===== config.mk =====
export PLATFORM = sky130hd
export DESIGN_NAME = srbf_cmd_fifo
export DESIGN_NICKNAME = d
export VERILOG_FILES = /design/src/hw/rtl/srbf_pkg.sv /design/src/hw/rtl/srbf_cmd_fifo.sv
export SDC_FILE = /design/constraint.sdc
export NUM_CORES = 1
export LEC_CHECK = 0
export BUFFER_PORTS_ARGS = -buffer_cell sky130_fd_sc_hd__buf_2
export CORE_ASPECT_RATIO = 0.9
export CORE_MARGIN = 5
export CORE_UTILIZATION = 44
export DETAILED_ROUTE_END_ITERATION = 10
export PLACE_DENSITY = 0.68
export SLEW_MARGIN = 20
export SYNTH_ARGS = -nofsm -noshare
export SYNTH_HDL_FRONTEND = slang
export SYNTH_SLANG_ARGS = --single-unit

===== constraint.sdc =====
create_clock -name aclk -period 5.8 [get_ports aclk]
set_clock_uncertainty 0.1 [all_clocks]
set_input_delay 1.16 -clock aclk [delete_from_list [all_inputs] [get_ports aclk]]
set_output_delay 1.16 -clock aclk [all_outputs]
set_load 0.005 [all_outputs]

===== src/hw/rtl/srbf_pkg.sv =====
`default_nettype none
// ----------------------------------------------------------------------------
// srbf_pkg: shared types and functions of the sample ring record framer
// Request and result payloads, the command passed from the front to the
// back, and the base64 character encoding.
// ----------------------------------------------------------------------------
package srbf_pkg;

    localparam int unsigned SLOT_W = 7;
    localparam int unsigned CNT_W  = 6;

    localparam logic REQ_PUSH  = 1'b0;
    localparam logic REQ_FLUSH = 1'b1;

    localparam logic [7:0] CHAR_UPPER_A = 8'h41;
    localparam logic [7:0] CHAR_LOWER_A = 8'h61;
    localparam logic [7:0] CHAR_ZERO    = 8'h30;
    localparam logic [7:0] CHAR_PLUS    = 8'h2B;
    localparam logic [7:0] CHAR_SLASH   = 8'h2F;

    typedef struct packed {
        logic        req_type;
        logic [31:0] chan0_bits;
        logic [31:0] chan1_bits;
        logic [31:0] chan2_bits;
        logic [31:0] chan3_bits;
    } in_t;

    typedef struct packed {
        logic [47:0] index_text;
        logic [31:0] chan0_text;
        logic [31:0] chan1_text;
        logic [31:0] chan2_text;
        logic [31:0] chan3_text;
        logic        backlog_error;
        logic [31:0] backlog_amount;
        logic        last;
    } out_t;

    typedef enum logic [1:0] {
        CMD_PUSH,
        CMD_ERROR,
        CMD_STREAM
    } cmd_kind_t;

    typedef struct packed {
        cmd_kind_t         kind;
        logic [31:0]       word;
        logic [SLOT_W-1:0] slot;
        logic [CNT_W-1:0]  count;
        logic [3:0][31:0]  data;
    } cmd_t;

    function automatic logic [7:0] b64_char(input logic [5:0] d);
        logic [7:0] c;
        if (d < 6'd26) begin
            c = CHAR_UPPER_A + {2'b00, d};
        end else if (d < 6'd52) begin
            c = CHAR_LOWER_A + {2'b00, 6'(d - 6'd26)};
        end else if (d < 6'd62) begin
            c = CHAR_ZERO + {2'b00, 6'(d - 6'd52)};
        end else if (d == 6'd62) begin
            c = CHAR_PLUS;
        end else begin
            c = CHAR_SLASH;
        end
        return c;
    endfunction

    function automatic logic [47:0] encode_index(input logic [31:0] idx);
        logic [35:0] v;
        logic [47:0] t;
        v = {4'b0000, idx};
        for (int k = 0; k < 6; k++) begin
            t[8*k +: 8] = b64_char(v[6*k +: 6]);
        end
        return t;
    endfunction

    function automatic logic [31:0] encode_word(input logic [31:0] w);
        logic [31:0] t;
        for (int k = 0; k < 4; k++) begin
            t[8*k +: 8] = b64_char(w[8 + 6*k +: 6]);
        end
        return t;
    endfunction

endpackage
`default_nettype wire


===== src/hw/rtl/srbf_cmd_fifo.sv =====
`default_nettype none
// ----------------------------------------------------------------------------
// srbf_cmd_fifo: two-entry command queue
// Decouples the front end from the back end so that each may stall alone.
// ----------------------------------------------------------------------------
module srbf_cmd_fifo (
    input  wire logic           aclk,
    input  wire logic           aresetn,
    input  wire logic           in_valid,
    output logic                in_ready,
    input  wire srbf_pkg::cmd_t in_cmd,
    output logic                out_valid,
    input  wire logic           out_ready,
    output srbf_pkg::cmd_t      out_cmd
);

    srbf_pkg::cmd_t entry_reg [2];
    logic           wr_ptr_reg;
    logic           rd_ptr_reg;
    logic [1:0]     fill_reg;
    logic           push;
    logic           pop;

    assign in_ready  = (fill_reg != 2'd2);
    assign out_valid = (fill_reg != 2'd0);
    assign out_cmd   = entry_reg[rd_ptr_reg];
    assign push      = in_valid && in_ready;
    assign pop       = out_valid && out_ready;

    always_ff @(posedge aclk) begin
        if (push) begin
            entry_reg[wr_ptr_reg] <= in_cmd;
        end
        if (!aresetn) begin
            wr_ptr_reg <= 1'b0;
            rd_ptr_reg <= 1'b0;
            fill_reg   <= 2'd0;
        end else begin
            if (push) begin
                wr_ptr_reg <= !wr_ptr_reg;
            end
            if (pop) begin
                rd_ptr_reg <= !rd_ptr_reg;
            end
            if (push && !pop) begin
                fill_reg <= fill_reg + 2'd1;
            end else if (pop && !push) begin
                fill_reg <= fill_reg - 2'd1;
            end
        end
    end

endmodule
`default_nettype wire


==> metrics.txt <==
Clock Path Buffers=3; Worst EP required=4540 ps; library cells used by synthesis=21; TritonCTS Buffers=36; hold crit path type=reg -> reg; Syn Nets=748; Post-Place Setup Slack=approximately 2400 ps; proportion of layout cells with a drive suffix above 1=60.43%; max reg flops=350; Routed WL per cell=19.21 um; Setup WS post-layout=approximately 1900 ps; Worst Min Path Start=fill_reg[1]; hold_buf cts=0; multiplexer share of the synthesized area=15.26%; status=finished clean; postcts setup bufs=0; register area share after synthesis=82.14%; clock root buffer=clkbuf_16; Register Area=10610 um^2; Die ar.=32890 um^2; Achievable Freq=259.4 MHz; clock-pin slew on the worst setup and hold paths=around 60 ps; adder-cell share of the synthesized area=0.09686%; Seq cells post-synth=355; Final GP Congestion=0.7509; drt drc=0; Starting Density=44.64%; Worst VDD drop=0.0002593 V; Synth area leader=edfxtp_1; max-cap viol count=0; critical-path cell list=buf_4, mux2_2, buf_2; clk sink count=between 300 and 400; Slowest-stage cell, CP=dfxtp_4; # IOs=356; post-DR vias/cell=4.745; CTS H-Tree Depth=2; Simple-Gate Fraction of Synth Area=0.5037%; clk_lat worst skew=about 500 ps; DRT Wirelength=26.38 mm; largest net degree at the start of global routing=108; Avg Cell Area, Syn=22.74 um^2; compound-gate portion of the synthesized area=less than 1%; Detailed Place HPWL=~17 mm; Synth Cell Area=about 13000 um^2; Tot GR Track Use=between 15 and 20%; Buffers & Inverters on Critical Path=2; CTS tree=built; PwrDens=429.9 nW/um^2; fin crit period=3856 ps; Area contributors post-synth=edfxtp_1, mux2_2, buf_6; DR iter-0 viols=around 350; RSZ-0062 raised after global routing=no; DIE WIDTH=approximately 190 um; initial antenna violation count=7; total gr overflow=0; CTS-repair resized insts=0; Worst setup SP type=flop; CP peak stage delay=between 900 and 1000 ps; DIE HEIGHT=around 170 um; antenna viol nets, final=0; crit end category=primary output; first-pass GRT wire length=39.52 mm; largest family of logic cells by synthesized area=multiplexers; Max Slew Vio Count=0; Final Hold Viols=0; WP data arrival=2600 ps; Yosys warnings=0; Rel. slew slack=30.55%; core area=28940 um^2; kind of critical path=reg -> out; vias=6515; leakage=around 6 nW; Cells after Synth=568; measured slew at the worst slew-check pin=1042 ps; IO Port Bufs=355; footprint of the multi-input gates=roughly 2100 um^2; Row Count=59; Finish-stage setup viols=0; CP max FO=65; Area Growth Syn to Fin=25.63%; setup_tns=0 ps; XOR/XNOR share of the synthesized area=less than 1%; worst r2r src=fill_reg[0]; Tcrit/Tclk final=66.48%; CP delay by family, top=flip-flops; NumNets Final=1127; layout filler cell count=2307; post-synth top area share=81.36%; drt first pass iters=4; vias in the first global route=between 6k and 7k
==> final timing paths <==
kind                            to  slack, ps  cells past startpoint
setup / recovery      out_cmd[121]       1940                      3
hold / removal         fill_reg[1]        460                      2
setup reg to reg  entry_reg[1][84]       3260                      3
hold reg to reg        fill_reg[1]        460                      2
==> synthesized netlist by cell type <==
cell type,instances
inv_1,1
a21bo_2,1
o21ai_1,1
or2_2,1
and3_1,1
edfxtp_1,350
and2_1,4
or3_1,1
nand2b_4,1
xnor2_1,2
ha_1,1
a21boi_1,1
buf_6,15
mux2_2,175
dfxtp_1,5
buf_4,2
a21boi_0,1
o21ai_0,1
buf_2,2
xor2_1,1
nand3b_1,1
==> routing by layer <==
metal | GRT usage, % | share of wire, %
met1 | 17.97 | 38
met2 | 25.87 | 50
met3 | 5.907 | 9.6
met4 | 5.296 | 2.8
met5 | 0 | 0.13
==> kinds of logic (layout without fill, tap and decap cells) <==
family                     after synthesis  after routing
other                                    0              4
DFF                                    355            355
muxes                                  175            175
buffers and inverters                   20            425
and+or+nand+nor                          9              9
adders and majority gates                1              1
xor gates and xnor gates                 3              3
AOI/OAI and AO/OA                        5              5
==> placed cells by master, fill, tap and decap left out, types with 2 or more instances in the layout <==
cell | synthesis | final
and2_1 | 4 | 4
buf_12 | 0 | 3
buf_2 | 2 | 355
buf_4 | 2 | 2
bufinv_16 | 0 | 3
clkbuf_1 | 0 | 11
clkbuf_16 | 0 | 37
clkinv_1 | 0 | 6
clkinv_2 | 0 | 3
dfxtp_1 | 5 | 4
diode_2 | 0 | 4
edfxtp_1 | 350 | 350
inv_6 | 0 | 3
mux2_2 | 175 | 175
xnor2_1 | 2 | 2
==> per-stage QoR <==
step	total power [mW]	hold WS [ps]	std cells	utilization (%)	instance area (um^2)
global placement	4.826	431.2	1305	52.13	15080
detailed placement	4.848	460.6	1305	52.13	15080
global route	7.309	510.7	1373	56.08	16230
floorplan	4.273	412.4	568	-	12920
finish	6.977	464.1	1373	56.08	16230
CTS	7.083	469.1	1369	56.04	16220
==> report_power, final <==
group / leakage [nW] / internal (mW) / switching [mW]
sequential: 3.31 / 3.21 / 0.137
clock: 0.549 / 1.32 / 0.892
combinational: 2.13 / 0.741 / 0.679
==> final cells by class <==
| cell class | instances | area share, % |
|---|---|---|
| tap | 396 | 3.053 |
| clock inverter | 15 | 0.9406 |
| antenna | 4 | 0.06168 |
| inverter | 1 | 0.05397 |
| sequential | 355 | 65.40 |
| multi-input combinational | 193 | 13.03 |
| timing repair buffer | 360 | 11.41 |
| clock buffer | 49 | 6.045 |
==> worst register-to-register path, stage by stage, from the launching register on <==
cell and delay [ps]:
dfxtp_1 410, nand2b_4 180, and3_4 770, buf_4 710
(Power assumes the default switching activity.)
