## src/hw/rtl/srbf_pkg.sv

```systemverilog
`default_nettype none
// ----------------------------------------------------------------------------
// srbf_pkg: shared types and functions of the sample ring record framer
// Request and result payloads, the command passed from the front to the
// back, and the base64 character encoding.
// ----------------------------------------------------------------------------
package srbf_pkg;

    localparam int unsigned SLOT_W = 7;
    localparam int unsigned CNT_W  = 6;

    localparam logic REQ_PUSH  = 1'b0;
    localparam logic REQ_FLUSH = 1'b1;

    localparam logic [7:0] CHAR_UPPER_A = 8'h41;
    localparam logic [7:0] CHAR_LOWER_A = 8'h61;
    localparam logic [7:0] CHAR_ZERO    = 8'h30;
    localparam logic [7:0] CHAR_PLUS    = 8'h2B;
    localparam logic [7:0] CHAR_SLASH   = 8'h2F;

    typedef struct packed {
        logic        req_type;
        logic [31:0] chan0_bits;
        logic [31:0] chan1_bits;
        logic [31:0] chan2_bits;
        logic [31:0] chan3_bits;
    } in_t;

    typedef struct packed {
        logic [47:0] index_text;
        logic [31:0] chan0_text;
        logic [31:0] chan1_text;
        logic [31:0] chan2_text;
        logic [31:0] chan3_text;
        logic        backlog_error;
        logic [31:0] backlog_amount;
        logic        last;
    } out_t;

    typedef enum logic [1:0] {
        CMD_PUSH,
        CMD_ERROR,
        CMD_STREAM
    } cmd_kind_t;

    typedef struct packed {
        cmd_kind_t         kind;
        logic [31:0]       word;
        logic [SLOT_W-1:0] slot;
        logic [CNT_W-1:0]  count;
        logic [3:0][31:0]  data;
    } cmd_t;

    function automatic logic [7:0] b64_char(input logic [5:0] d);
        logic [7:0] c;
        if (d < 6'd26) begin
            c = CHAR_UPPER_A + {2'b00, d};
        end else if (d < 6'd52) begin
            c = CHAR_LOWER_A + {2'b00, 6'(d - 6'd26)};
        end else if (d < 6'd62) begin
            c = CHAR_ZERO + {2'b00, 6'(d - 6'd52)};
        end else if (d == 6'd62) begin
            c = CHAR_PLUS;
        end else begin
            c = CHAR_SLASH;
        end
        return c;
    endfunction

    function automatic logic [47:0] encode_index(input logic [31:0] idx);
        logic [35:0] v;
        logic [47:0] t;
        v = {4'b0000, idx};
        for (int k = 0; k < 6; k++) begin
            t[8*k +: 8] = b64_char(v[6*k +: 6]);
        end
        return t;
    endfunction

    function automatic logic [31:0] encode_word(input logic [31:0] w);
        logic [31:0] t;
        for (int k = 0; k < 4; k++) begin
            t[8*k +: 8] = b64_char(w[8 + 6*k +: 6]);
        end
        return t;
    endfunction

endpackage
`default_nettype wire

```

## src/hw/rtl/srbf_front.sv

```systemverilog
`default_nettype none
// ----------------------------------------------------------------------------
// srbf_front: request intake and classification
// Tracks the stored and sent indices, decides each flush and issues
// commands to the back end.
// ----------------------------------------------------------------------------
module srbf_front #(
    parameter int unsigned RING_DEPTH = 128
) (
    input  wire logic            aclk,
    input  wire logic            aresetn,
    input  wire logic            s_valid,
    output logic                 s_ready,
    input  wire srbf_pkg::in_t   s_data,
    output logic                 cmd_valid,
    input  wire logic            cmd_ready,
    output srbf_pkg::cmd_t       cmd
);

    localparam int unsigned AW = $clog2(RING_DEPTH);
    localparam logic [31:0] HALF = 32'(RING_DEPTH / 2);
    localparam logic [AW-1:0] LAST_SLOT = AW'(RING_DEPTH - 1);

    logic [31:0]   stored_index_reg, stored_index_next;
    logic [31:0]   sent_index_reg, sent_index_next;
    logic [AW-1:0] stored_slot_reg, stored_slot_next;
    logic [AW-1:0] sent_slot_reg, sent_slot_next;
    logic          error_reg, error_next;
    logic [31:0]   backlog;
    logic          accept;

    assign s_ready = cmd_ready;
    assign accept  = s_valid && s_ready;
    assign backlog = stored_index_reg - sent_index_reg;

    always_comb begin
        stored_index_next = stored_index_reg;
        sent_index_next   = sent_index_reg;
        stored_slot_next  = stored_slot_reg;
        sent_slot_next    = sent_slot_reg;
        error_next        = error_reg;
        cmd_valid         = 1'b0;
        cmd.kind          = srbf_pkg::CMD_PUSH;
        cmd.word          = backlog;
        cmd.slot          = srbf_pkg::SLOT_W'(stored_slot_reg);
        cmd.count         = backlog[srbf_pkg::CNT_W-1:0];
        cmd.data          = {s_data.chan3_bits, s_data.chan2_bits,
                             s_data.chan1_bits, s_data.chan0_bits};
        if (accept) begin
            if (s_data.req_type == srbf_pkg::REQ_PUSH) begin
                cmd_valid         = 1'b1;
                stored_index_next = stored_index_reg + 32'd1;
                stored_slot_next  = (stored_slot_reg == LAST_SLOT) ? '0
                                                                   : stored_slot_reg + 1'b1;
            end else if (!error_reg) begin
                if (backlog >= HALF) begin
                    cmd_valid  = 1'b1;
                    cmd.kind   = srbf_pkg::CMD_ERROR;
                    error_next = 1'b1;
                end else if (backlog != 32'd0) begin
                    cmd_valid       = 1'b1;
                    cmd.kind        = srbf_pkg::CMD_STREAM;
                    cmd.word        = sent_index_reg;
                    cmd.slot        = srbf_pkg::SLOT_W'(sent_slot_reg);
                    sent_index_next = stored_index_reg;
                    sent_slot_next  = stored_slot_reg;
                end
            end
        end
    end

    always_ff @(posedge aclk) begin
        if (!aresetn) begin
            stored_index_reg <= '0;
            sent_index_reg   <= '0;
            stored_slot_reg  <= '0;
            sent_slot_reg    <= '0;
            error_reg        <= 1'b0;
        end else begin
            stored_index_reg <= stored_index_next;
            sent_index_reg   <= sent_index_next;
            stored_slot_reg  <= stored_slot_next;
            sent_slot_reg    <= sent_slot_next;
            error_reg        <= error_next;
        end
    end

endmodule
`default_nettype wire

```

## config.mk

```make
export PLATFORM = sky130hd
export DESIGN_NAME = srbf_front
export DESIGN_NICKNAME = d
export VERILOG_FILES = /design/src/hw/rtl/srbf_pkg.sv /design/src/hw/rtl/srbf_front.sv
export SDC_FILE = /design/constraint.sdc
export NUM_CORES = 1
export LEC_CHECK = 0
export BUFFER_PORTS_ARGS = -buffer_cell sky130_fd_sc_hd__buf_2
export CAP_MARGIN = 40
export CORE_MARGIN = 2
export CORE_UTILIZATION = 49
export CTS_CLUSTER_SIZE = 8
export DETAILED_ROUTE_END_ITERATION = 7
export PLACE_DENSITY = 0.82
export SETUP_SLACK_MARGIN = 0.02
export SLEW_MARGIN = 10
export SYNTH_ARGS = -nofsm -noshare
export SYNTH_HDL_FRONTEND = slang
export SYNTH_SLANG_ARGS = --single-unit
```

## constraint.sdc

```tcl
create_clock -name aclk -period 6.1 [get_ports aclk]
set_input_delay 1.22 -clock aclk [delete_from_list [all_inputs] [get_ports aclk]]
set_output_delay 1.22 -clock aclk [all_outputs]
set_load 0.005 [all_outputs]
```

==> results.md <==
* Io pins at 310
* Vias in the first global route at 5,554
* Sequential cell area fraction in the yosys report at 0.232
* Initial antenna violation count at 0
* Fin crit period at 5.94 ns
* Initial drt markers at 439
* Clock Sinks at 79
* R2r startpoint: stored_index_reg[11]$_SDFFE_PN0P_
* Max-Cap Viols at 0
* Routed length per instance at 17.8 µm
* Fin. max-slew vios at 0
* Overflow left after global routing at 0
* Final Wtd Congestion at 0.957
* Layout cells sized above 1 at 0.157
* Via count at 5,996
* Post-detail-place hpwl at 12,900 µm
* Most used DFF post-synth: dfxtp_1
* Final Hold Fails at 0
* Synth warn at 0
* First-pass GRT wire length at 27,600 µm
* Cells after Synth at 904
* Chip height at 122 µm
* Root Driver: clkbuf_16
* Gr usage total at 0.231
* ANT nets after route at 0
* Power Density at 186 nW/µm²
* Layout area overhead at -1.18%
* Worst Hold Depth at 2
* Total Routed Length at 17,600 µm
* N_diodes at 0
* Synthesized area at 6810 µm²
* Run status: complete, no violations
* Clock Skew at 0.00523 ns
* Area occupied by multi-input gates at 3970 µm²
* CTS tree: built
* Max FO, Critical Path at 8
* CTS clock-pin slew for the worst setup and hold paths at 0.06 ns
* Tcrit/Tclk final at 0.973
* Max_slew headroom at 0.460
* WHS at 0.447 ns
* Hold endpoint: error_reg$_SDFFE_PN0P_
* HP Start: error_reg$_SDFFE_PN0P_
* Synth Area per Inst at 7.53 µm²
* Max clock buf depth at 2
* Critical path arrival at 4.72 ns
* Crit path capture type: output port
* H-tree levels at 3
* I/O Buffers at 53
* Startpoint Class: register
* Total CTS buffers at 9
* Worst EP required at 4.88 ns
* Hold-fix buffers, CTS at 0
* Cell taking the most area after synthesis: dfxtp_1
* Async set or reset register ratio after synthesis at 0
* Reg2reg setup slack at 1.61 ns
* Die width at 122 µm
* Reg2Reg Depth at 13
* Die area at 14,900 µm²
* Crit Path Class: register to output port
* RR Endpoint: sent_index_reg[20]$_SDFFE_PN0P_
* Post-route setup TNS at 0 ns
* Largest net degree at the start of global routing at 52
* Reg area at 1580 µm²
* EDFF count, synth at 0
* DRC at 0
* First-pass detailed-route iteration total at 5
* Core area at 13,700 µm²
* Initial Utilization at 0.496
* Min-delay worst type: register to register
* Distinct cells, synth at 65
* Post-synthesis net count at 1,071
* Final Util at 0.490
* Fill cells at 1,320
* Via/cell ratio at 6.04
* #FFs+latches synth at 79
* FMAX at 0.168 GHz
* Worst VDD drop at 0.179 mV
* Synth area leaders: dfxtp_1, buf_4, ha_1, a21oi_1, o21ai_0
* Worst skew pair latency at 0.34 ns
* Area share of the largest cell type after synthesis at 0.232
* Worst-Margin Slew at 0.803 ns
* Nets at 975
* # setup viols final at 0
* Commonest non-fill, non-tap cells in the layout: a21oi_1, dfxtp_1, o21ai_0
* Pleak at 0.00297 µW
* # rows at 43
-- worst max-delay path by stage --
stage               slack [ns]  endpoint  depth (start not counted)                         startpoint
finish                    0.16  cmd[140]                         13  stored_index_reg[11]$_SDFFE_PN0P_
CTS                       0.09  cmd[134]                         16   stored_index_reg[0]$_SDFFE_PN0P_
global route            -0.008  cmd[146]                         13   stored_index_reg[7]$_SDFFE_PN0P_
floorplan                 0.80  cmd[146]                         17   stored_index_reg[0]$_SDFFE_PN0P_
detailed placement        0.21  cmd[134]                         17   stored_index_reg[0]$_SDFFE_PN0P_
global placement          0.28  cmd[134]                         16   stored_index_reg[0]$_SDFFE_PN0P_
-- synth_stat cells, types with 24 or more instances --
cell type / count
a21o_1: 27
a21oi_1: 81
buf_4: 130
clkbuf_1: 30
dfxtp_1: 79
ha_1: 33
inv_1: 41
nand2_1: 51
nand3_1: 64
nor2_1: 63
o21ai_0: 69
xnor2_1: 24
xor2_1: 33
-- power breakdown --
part | switching, µW | leakage [µW] | internal (µW) | total [µW]
logic | 86.2 | 0.00217 | 31.7 | 118
registers | 1.48 | 0.000636 | 517 | 519
clock network | 206 | 0.000168 | 409 | 615
total | 294 | 0.00297 | 958 | 1250
-- layer usage --
layer	routed length, µm	track usage
met5	0	0
met4	760	0.121
met3	1570	0.0478
met2	7950	0.354
met1	7350	0.306
-- final cells by class --
type / count / share of cell area
Clock buffer: 10 / 0.0355
Timing Repair Buffer: 74 / 0.0679
Sequential cell: 79 / 0.235
Inverter: 41 / 0.0229
Multi-Input combinational cell: 603 / 0.589
Clock inverter: 6 / 0.0160
Tap cell: 180 / 0.0335
-- cell families after synthesis --
logic type | share of synthesized area
simple gates | 0.184
compound gates | 0.217
buf+inv | 0.200
flops | 0.232
xor+xnor | 0.0733
fa+ha+maj | 0.0636
mux | 0.0300
-- critical path: stages (launching register included) --
cell and delay (ns):
dfxtp_1 0.37, ha_1 0.48, a21oi_1 0.14, o21ai_0 0.41
a22oi_1 0.22, a32o_1 0.30, xnor2_1 0.14, or4_1 0.47
or4_1 0.52, or4_4 0.48, nor2_8 0.20, clkbuf_16 0.21
mux2_4 0.30, buf_2 0.13
-- stage by stage --
stage | setup WS (ns) | std cells | area [µm²] | power, µW
final | 0.164 | 993 | 6730 | 1250
after global routing | -0.00792 | 993 | 6730 | 1290
after CTS | 0.0930 | 991 | 6630 | 1250
after detailed placement | 0.213 | 975 | 6260 | 643
after global placement | 0.278 | 975 | 6260 | 642
after floorplan | 0.800 | 904 | 6810 | 674
-- repair_timing --
item	4_1_cts	5_1_grt
gates cloned	0	1
endpoints found under the setup margin	29	21
resized for setup	4	15
buffers inserted	0	1
endpoints found under the hold margin	0	0
pin swaps	1	3
(Power assumes the default switching activity.)
